**config.mk**
```make
export PLATFORM = sky130hd
export DESIGN_NAME = rgb_to_hsl_converter_top
export DESIGN_NICKNAME = d
export VERILOG_FILES = /design/src/hdl/r2h_pkg.sv /design/src/hdl/r2h_div.sv /design/src/hdl/rgb_to_hsl_converter_top.sv
export SDC_FILE = /design/constraint.sdc
export NUM_CORES = 2
export LEC_CHECK = 0
export CORE_UTILIZATION = 55
export CTS_BUF_LIST = sky130_fd_sc_hd__clkbuf_8
export DETAILED_ROUTE_END_ITERATION = 7
export DONT_BUFFER_PORTS = 1
export HOLD_SLACK_MARGIN = 0.12
export PLACE_DENSITY = 0.74
export SYNTH_ARGS = -nofsm -noshare
export SYNTH_HDL_FRONTEND = slang
export SYNTH_SLANG_ARGS = --single-unit
```
**constraint.sdc**
```tcl
create_clock -name clk -period 10.8 [get_ports clk]
set_input_delay 0.54 -clock clk [delete_from_list [all_inputs] [get_ports clk]]
set_output_delay 0.54 -clock clk [all_outputs]
set_load 0.05 [all_outputs]
```
**src/hdl/r2h_pkg.sv**
```systemverilog
// ---------------------------------------------------------------------------
// r2h_pkg: shared types and constants for the RGB to HSL converter
// Pipeline stage map, divider geometry and fixed-point scale constants.
// ---------------------------------------------------------------------------
package r2h_pkg;

  // Pixel channel width
  localparam int CH_W = 8;

  // Restoring divider geometry: quotient is known to stay below 2**DIV_Q_W
  localparam int DIV_NUM_W     = 24;
  localparam int DIV_DEN_W     = 10;
  localparam int DIV_Q_W       = 15;
  localparam int DIV_BITS_STG  = 3;
  localparam int DIV_STAGES    = DIV_Q_W / DIV_BITS_STG;

  // Pipeline stage indexes
  localparam int STG_A      = 0;
  localparam int STG_B      = 1;
  localparam int STG_C      = 2;
  localparam int DIV_FIRST  = 3;
  localparam int STG_OUT    = DIV_FIRST + DIV_STAGES;
  localparam int PIPE_STAGES = STG_OUT + 1;

  // Fixed-point scale constants
  localparam logic [23:0] HUE_NUM_K   = 24'd7680;   // 2 * 3840 (one sextant, q6)
  localparam logic [23:0] SAT_NUM_K   = 24'd51200;  // 2 * 25600 (100 percent, q8)
  localparam logic [23:0] LIGHT_NUM_K = 24'd5120;
  localparam logic [23:0] LIGHT_BIAS  = 24'd51;
  localparam logic [9:0]  LIGHT_DEN   = 10'd102;
  localparam logic [14:0] HUE_FULL_Q6 = 15'd23040;

  // Which channel holds the maximum, in hue priority order
  typedef enum logic [1:0] {
    SEL_RED   = 2'd0,
    SEL_GREEN = 2'd1,
    SEL_BLUE  = 2'd2
  } hue_sel_t;

endpackage

```
**src/hdl/r2h_div.sv**
```systemverilog
// ---------------------------------------------------------------------------
// r2h_div: pipelined restoring divider
// Produces floor(num/den) over several register stages, a few quotient bits
// per stage. Stage loads come from the owning pipeline's flow control.
// ---------------------------------------------------------------------------
module r2h_div (
  input  logic                               clk,
  input  logic [r2h_pkg::DIV_STAGES-1:0]     ld,
  input  logic [r2h_pkg::DIV_NUM_W-1:0]      num_i,
  input  logic [r2h_pkg::DIV_DEN_W-1:0]      den_i,
  output logic [r2h_pkg::DIV_Q_W-1:0]        quo_o
);

  localparam int NW  = r2h_pkg::DIV_NUM_W;
  localparam int DW  = r2h_pkg::DIV_DEN_W;
  localparam int QW  = r2h_pkg::DIV_Q_W;
  localparam int NS  = r2h_pkg::DIV_STAGES;
  localparam int BPS = r2h_pkg::DIV_BITS_STG;

  logic [DW-1:0] rem_r [NS];
  logic [QW-1:0] low_r [NS];
  logic [DW-1:0] den_r [NS];
  logic [QW-1:0] quo_r [NS];

  logic [DW-1:0] rem_nxt [NS];
  logic [QW-1:0] low_nxt [NS];
  logic [DW-1:0] den_nxt [NS];
  logic [QW-1:0] quo_nxt [NS];

  always_comb begin
    logic [DW-1:0] rem;
    logic [QW-1:0] low;
    logic [DW-1:0] den;
    logic [QW-1:0] quo;
    logic [DW:0]   part;
    for (int s = 0; s < NS; s++) begin
      if (s == 0) begin
        // top bits of the numerator are already below the divisor
        rem = DW'(num_i[NW-1:QW]);
        low = num_i[QW-1:0];
        den = den_i;
        quo = '0;
      end else begin
        rem = rem_r[s-1];
        low = low_r[s-1];
        den = den_r[s-1];
        quo = quo_r[s-1];
      end
      for (int j = 0; j < BPS; j++) begin
        part = {rem, low[QW-1]};
        low  = {low[QW-2:0], 1'b0};
        if (part >= {1'b0, den}) begin
          rem = DW'(part - {1'b0, den});
          quo = {quo[QW-2:0], 1'b1};
        end else begin
          rem = part[DW-1:0];
          quo = {quo[QW-2:0], 1'b0};
        end
      end
      rem_nxt[s] = rem;
      low_nxt[s] = low;
      den_nxt[s] = den;
      quo_nxt[s] = quo;
    end
  end

  always_ff @(posedge clk) begin
    for (int s = 0; s < NS; s++) begin
      if (ld[s]) begin
        rem_r[s] <= rem_nxt[s];
        low_r[s] <= low_nxt[s];
        den_r[s] <= den_nxt[s];
        quo_r[s] <= quo_nxt[s];
      end
    end
  end

  assign quo_o = quo_r[NS-1];

endmodule

```
**src/hdl/rgb_to_hsl_converter_top.sv**
```systemverilog
// ---------------------------------------------------------------------------
// rgb_to_hsl_converter_top: streaming RGB to HSL pixel converter
// Converts packed 24-bit RGB pixels to hue (q6 degrees), saturation and
// lightness (q8 percent), rounded to nearest with ties up.
// ---------------------------------------------------------------------------
// Takes one pixel per clock while the output is not stalled. The pipeline is
// made up of three front stages (min/max, sextant numerator, scaled
// numerators), five stages of three parallel restoring dividers at three
// quotient bits per stage, and one output register. Each stage advances on
// its own, so a stall on the output only holds back the input once every
// stage is full; bubbles close up. Gray pixels give zero hue and saturation.
module rgb_to_hsl_converter_top (
  input  logic        clk,
  input  logic        rst_n,
  input  logic        in_valid,
  output logic        in_stall,
  input  logic [23:0] in_pixel_rgb,
  output logic        out_valid,
  input  logic        out_stall,
  output logic [14:0] out_hue_q6,
  output logic [14:0] out_saturation_q8,
  output logic [14:0] out_lightness_q8
);

  localparam int NP = r2h_pkg::PIPE_STAGES;
  localparam int CW = r2h_pkg::CH_W;
  localparam int NW = r2h_pkg::DIV_NUM_W;
  localparam int DW = r2h_pkg::DIV_DEN_W;
  localparam int QW = r2h_pkg::DIV_Q_W;

  // ---------------- flow control ----------------
  logic [NP-1:0] v_r, v_nxt, free, inc_v, ld;

  always_comb begin
    for (int k = NP - 1; k >= 0; k--) begin
      if (k == NP - 1) begin
        free[k] = !v_r[k] || !out_stall;
      end else begin
        free[k] = !v_r[k] || free[k+1];
      end
      inc_v[k] = (k == 0) ? in_valid : v_r[k-1];
      ld[k]    = free[k] && inc_v[k];
      v_nxt[k] = free[k] ? inc_v[k] : v_r[k];
    end
  end

  always_ff @(posedge clk) begin
    if (!rst_n) begin
      v_r <= '0;
    end else begin
      v_r <= v_nxt;
    end
  end

  assign in_stall  = !free[0];
  assign out_valid = v_r[NP-1];

  // ---------------- stage A: max, min, hue channel ----------------
  logic [CW-1:0] r_in, g_in, b_in, hi_nxt, lo_nxt;
  r2h_pkg::hue_sel_t sel_nxt;
  logic [CW-1:0] ra_r, ga_r, ba_r, hi_a_r, lo_a_r;
  r2h_pkg::hue_sel_t sel_a_r;

  assign r_in = in_pixel_rgb[23:16];
  assign g_in = in_pixel_rgb[15:8];
  assign b_in = in_pixel_rgb[7:0];

  always_comb begin
    logic [CW-1:0] m;
    logic [CW-1:0] n;
    m      = (r_in > g_in) ? r_in : g_in;
    hi_nxt = (m > b_in) ? m : b_in;
    n      = (r_in < g_in) ? r_in : g_in;
    lo_nxt = (n < b_in) ? n : b_in;
    if (hi_nxt == r_in) begin
      sel_nxt = r2h_pkg::SEL_RED;
    end else if (hi_nxt == g_in) begin
      sel_nxt = r2h_pkg::SEL_GREEN;
    end else begin
      sel_nxt = r2h_pkg::SEL_BLUE;
    end
  end

  always_ff @(posedge clk) begin
    if (ld[r2h_pkg::STG_A]) begin
      ra_r    <= r_in;
      ga_r    <= g_in;
      ba_r    <= b_in;
      hi_a_r  <= hi_nxt;
      lo_a_r  <= lo_nxt;
      sel_a_r <= sel_nxt;
    end
  end

  // ---------------- stage B: delta, sum, sextant numerator ----------------
  logic [CW-1:0] delta_nxt, den_nxt;
  logic [CW:0]   sum_nxt;
  logic [10:0]   n_nxt;
  logic [CW-1:0] delta_b_r, den_b_r;
  logic [CW:0]   sum_b_r;
  logic [10:0]   n_b_r;
  logic          gray_b_r;

  always_comb begin
    logic [10:0] d11;
    delta_nxt = hi_a_r - lo_a_r;
    sum_nxt   = {1'b0, hi_a_r} + {1'b0, lo_a_r};
    den_nxt   = (sum_nxt < 9'd255) ? sum_nxt[CW-1:0] : CW'(9'd510 - sum_nxt);
    d11       = {3'b000, delta_nxt};
    // modular 11-bit math: every result lands in 0..1530
    case (sel_a_r)
      r2h_pkg::SEL_RED: begin
        if (ga_r >= ba_r) begin
          n_nxt = 11'(ga_r) - 11'(ba_r);
        end else begin
          n_nxt = 11'(d11 * 11'd6) - (11'(ba_r) - 11'(ga_r));
        end
      end
      r2h_pkg::SEL_GREEN: n_nxt = (d11 << 1) + 11'(ba_r) - 11'(ra_r);
      r2h_pkg::SEL_BLUE:  n_nxt = (d11 << 2) + 11'(ra_r) - 11'(ga_r);
      default:            n_nxt = '0;
    endcase
  end

  always_ff @(posedge clk) begin
    if (ld[r2h_pkg::STG_B]) begin
      delta_b_r <= delta_nxt;
      sum_b_r   <= sum_nxt;
      den_b_r   <= den_nxt;
      n_b_r     <= n_nxt;
      gray_b_r  <= (delta_nxt == '0);
    end
  end

  // ---------------- stage C: scaled numerators and divisors ----------------
  // Gray pixels divide 0 by 1 so hue and saturation come out zero.
  logic [NW-1:0] hue_num_c_r, sat_num_c_r, light_num_c_r;
  logic [DW-1:0] hue_den_c_r, sat_den_c_r;

  always_ff @(posedge clk) begin
    if (ld[r2h_pkg::STG_C]) begin
      if (gray_b_r) begin
        hue_num_c_r <= '0;
        hue_den_c_r <= DW'(1);
        sat_num_c_r <= '0;
        sat_den_c_r <= DW'(1);
      end else begin
        hue_num_c_r <= NW'(NW'(n_b_r) * r2h_pkg::HUE_NUM_K) + NW'(delta_b_r);
        hue_den_c_r <= DW'({delta_b_r, 1'b0});
        sat_num_c_r <= NW'(NW'(delta_b_r) * r2h_pkg::SAT_NUM_K) + NW'(den_b_r);
        sat_den_c_r <= DW'({den_b_r, 1'b0});
      end
      light_num_c_r <= NW'(NW'(sum_b_r) * r2h_pkg::LIGHT_NUM_K) + r2h_pkg::LIGHT_BIAS;
    end
  end

  // ---------------- dividers ----------------
  logic [r2h_pkg::DIV_STAGES-1:0] div_ld;
  logic [QW-1:0] hue_quo, sat_quo, light_quo;

  assign div_ld = ld[r2h_pkg::DIV_FIRST +: r2h_pkg::DIV_STAGES];

  r2h_div u_div_hue (
    .clk   (clk),
    .ld    (div_ld),
    .num_i (hue_num_c_r),
    .den_i (hue_den_c_r),
    .quo_o (hue_quo)
  );

  r2h_div u_div_sat (
    .clk   (clk),
    .ld    (div_ld),
    .num_i (sat_num_c_r),
    .den_i (sat_den_c_r),
    .quo_o (sat_quo)
  );

  r2h_div u_div_light (
    .clk   (clk),
    .ld    (div_ld),
    .num_i (light_num_c_r),
    .den_i (r2h_pkg::LIGHT_DEN),
    .quo_o (light_quo)
  );

  // ---------------- output stage ----------------
  logic [QW-1:0] hue_wrap;
  logic [QW-1:0] hue_r, sat_r, light_r;

  // drop a full turn when hue rounds up to 360 degrees
  assign hue_wrap = (hue_quo >= r2h_pkg::HUE_FULL_Q6) ? hue_quo - r2h_pkg::HUE_FULL_Q6
                                                       : hue_quo;

  always_ff @(posedge clk) begin
    if (ld[r2h_pkg::STG_OUT]) begin
      hue_r   <= hue_wrap;
      sat_r   <= sat_quo;
      light_r <= light_quo;
    end
  end

  assign out_hue_q6        = hue_r;
  assign out_saturation_q8 = sat_r;
  assign out_lightness_q8  = light_r;

endmodule

```
==> run summary <==
Async SR Flop Fraction -> 0%
TritonCTS buffer count -> 88
switch share -> 41.54%
syn_nets -> 4494
Yosys warnings -> 0
clk sinks -> 504
vias in the first global route -> 28644
first-pass GRT wire length -> 141.9 mm
Switch Pwr -> 4469 uW
Worst R2R Path Depth -> 28
final setup TNS -> 0 ns
worst skew pair latency -> 0.71 ns
fillcell total -> 5951
Post-synth EDFFs -> 495
post-synthesis cell area -> 0.03997 sq mm
clock skew -> 0.05596 ns
met3 routed WL -> 3.627 mm
CP max FO -> 15
dpl cells -> 4848
vias per cell -> 5.799
non-filler cells, final -> 5038
fin crit share -> 85.02%
Storage cell area -> 0.01504 sq mm
status -> complete, no violations
Mapped Cells -> 3953
post-synthesis sequential area ratio -> 37.64%
crit path buf inv count -> 2
CP Launch Point -> u_div_sat.low_r[0][15]$_DFFE_PP_
top layer reached by signal wires -> met4
unrepaired setup endpoints after global routing -> no
flops & latches, synth -> 504
Reg-to-Reg End -> u_div_hue.rem_r[0][25]$_DFFE_PP_
Critical Path Sink Type -> flip-flop
final setup violating endpoints -> 0
Slowest-stage cell, CP -> o211ai_1
Core Area -> 0.07173 sq mm
die area -> 0.07376 sq mm
Util after Layout -> 60.17%
worst endpoint required time -> 11.24 ns
Fin. Hold Viols -> 0
DR iter-0 viols -> 1471
io pins -> 75
Area Growth Syn to Fin -> 7.988%
share of layout cells above drive strength 1 -> 7.022%
critical path arrival -> 9.62 ns
CTS clk-pin slew, worst paths -> 0.06 ns
minimum clock period -> 9.182 ns
ANT nets after route -> 0
Sequential Power Share -> 25.0%
r2r startpoint -> u_div_sat.low_r[0][15]$_DFFE_PP_
Power Density -> 249.2 mW/mm^2
starting density of the core -> 55.72%
crit path launch type -> flip-flop
fin. max-slew vios -> 0
Internal Power -> 6289 uW
overall power -> 10760 uW
Max Clk Rate -> 0.1089 GHz
Post-CTS Setup Bufs -> 0
most used cell, CP -> o21ai_0
Maximum Capacitance Violations -> 0
met1 wire length -> 37.29 mm
Routed WL -> 86.52 mm
total track usage -> 23.41%
class of the most critical setup path -> flip-flop to flip-flop
maximum vdd drop -> 0.2297 mV
clock power share -> 16.7%
critical path depth -> 28
chip width -> 271.6 um
Leak -> 0.01796 uW
family with the most delay on the worst path -> compound AO/OA/AOI/OAI gates
Worst-Margin Slew -> 1.142 ns
delay of the slowest cell on the worst path -> 0.85 ns
post-synthesis cell type count -> 96
end of the critical path -> u_div_hue.rem_r[0][25]$_DFFE_PP_
DR WL/cell -> 17.17 um
Avg Synthesized Cell Area -> 10.11 sq um
initial antenna violation count -> 1
Multi-input gate area -> 0.02324 sq mm
commonest cells after routing, fill and taps aside -> edfxtp_1, ha_1, inv_1
met2 WL post-DR -> 42.24 mm
largest buffer count on any clock path -> 3
CTS tree -> done
Pre-antenna DRT Iters -> 6
reg-to-reg slack, setup -> 1.62 ns
Hold Crit Depth -> 2
DRC Markers -> 0
htree depth -> 3
Remaining Overflow, GRT -> 0
PortBufs -> 0
Root Driver -> clkbuf_8
Comb pwr share -> 58.4%
pin count of the biggest net entering global routing -> 66
DR vias -> 29215
relative slew slack -> 23.72%
Cell Rows -> 98
Placer Congestion -> 0.9404
most common cell after layout, fill and taps aside -> edfxtp_1
Die H -> 271.6 um
Worst Hold Class -> input port to flip-flop
Layout Nets -> 4556
dominant synthesized flop cell -> edfxtp_1
Detail Placement HPWL -> 67.00 mm
flip-flops by register name, indices dropped and copies added (netlist names), 12 cells and up:
signal / flops
hue_num_c_r: 16
light_num_c_r: 12
out_hue_q6: 15
out_lightness_q8: 15
out_saturation_q8: 15
u_div_hue.den_r: 13
u_div_hue.low_r: 23
u_div_hue.quo_r: 45
u_div_hue.rem_r: 40
u_div_light.quo_r: 45
u_div_light.rem_r: 36
u_div_sat.den_r: 17
u_div_sat.low_r: 14
u_div_sat.quo_r: 45
u_div_sat.rem_r: 40
synthesized netlist by cell type, drive strengths merged (55+ instances only):
| cell type | number | area [sq um] |
|---|---|---|
| a21o | 142 | 1066 |
| a21oi | 273 | 1366 |
| clkbuf | 59 | 221.5 |
| edfxtp | 495 | 14860 |
| fa | 71 | 1421 |
| ha | 442 | 5530 |
| inv | 386 | 1449 |
| mux2 | 94 | 1062 |
| mux2i | 72 | 724.4 |
| nand2 | 198 | 743.2 |
| nand2b | 71 | 444.2 |
| nand3 | 55 | 275.3 |
| nor2 | 248 | 933.4 |
| nor2b | 109 | 684.4 |
| nor3 | 68 | 350.3 |
| o21a | 55 | 412.9 |
| o21ai | 230 | 1166 |
| xnor2 | 212 | 1857 |
| xor2 | 115 | 1007 |
kinds of logic (layout without fill, tap and decap cells):
kind of cell,Yosys count,count (layout),share of synthesized area (%)
DFF,504,504,37.64
buffers and inverters,463,597,4.451
muxes,167,167,4.526
xor gates and xnor gates,327,327,7.165
adders and majority gates,513,513,17.39
AOI/OAI and AO/OA,1037,1037,16.93
and+or+nand+nor,942,942,11.90
other,0,1,0
metrics by stage:
stage	setup slack, ns	hold slack [ns]	area (sq um)
final	1.618	0.1975	43160
after global routing	0.6630	0.1913	43160
after CTS	1.605	0.1341	43160
after detailed placement	1.653	0.4045	41090
after global placement	1.966	0.4014	41090
after floorplan	3.272	0.4003	39970
power by group through the flow:
| stage | sequential [uW] | combinational, uW | clock, uW |
|---|---|---|---|
| finish | 2690 | 6280 | 1790 |
| CTS | 2690 | 6220 | 1840 |
| floorplan | 2680 | 5000 | 0 |
| global placement | 2730 | 6050 | 0 |
| global route | 2700 | 7030 | 1920 |
| detailed placement | 2730 | 6170 | 0 |
layer usage:
| layer | up-vias | global-route usage [%] |
|---|---|---|
| met4 | 0 | 10.39 |
| met3 | 178 | 2.990 |
| li1 | 14631 | - |
| met5 | - | 0 |
| met1 | 13729 | 28.64 |
| met2 | 677 | 41.15 |
worst min-delay path by stage:
| stage | from | to | slack [ns] |
|---|---|---|---|
| floorplan | u_div_light.quo_r[4][0]$_DFFE_PP_ | out_lightness_q8[0]$_DFFE_PP_ | 0.40 |
| global placement | u_div_light.quo_r[4][13]$_DFFE_PP_ | out_lightness_q8[13]$_DFFE_PP_ | 0.40 |
| detailed placement | u_div_light.quo_r[4][8]$_DFFE_PP_ | out_lightness_q8[8]$_DFFE_PP_ | 0.40 |
| CTS | in_pixel_rgb[21] | hi_a_r[5]$_DFFE_PP_ | 0.13 |
| global route | in_pixel_rgb[21] | lo_a_r[5]$_DFFE_PP_ | 0.19 |
| finish | in_pixel_rgb[0] | lo_a_r[0]$_DFFE_PP_ | 0.20 |
layout make-up:
cell class,count,area share [%]
clock inverter,72,1.302
inverter,386,3.357
multi-input combinational,2986,53.85
timing repair buffer,49,1.009
antenna,1,0.005797
clock buffer,90,2.870
tap,950,2.754
sequential,504,34.85
worst reg2reg max path, delay by kind of cell, from the launching register on:
| kind | cells | cell delay (ns) |
|---|---|---|
| AND/OR/NAND/NOR | 7 | 2.07 |
| adder cells (fa/ha/maj) | 3 | 1.01 |
| AO/OA/AOI/OAI | 14 | 4.23 |
| multiplexers | 2 | 0.84 |
| flip-flops | 1 | 0.45 |
| buffers and inverters | 2 | 0.36 |
repair_timing:
| action | 4_1_cts | 5_1_grt |
|---|---|---|
| hold endpoints to repair | 45 | 0 |
| resized for setup | 0 | 0 |
| hold buffers | 27 | 0 |
(Power assumes the default switching activity.)
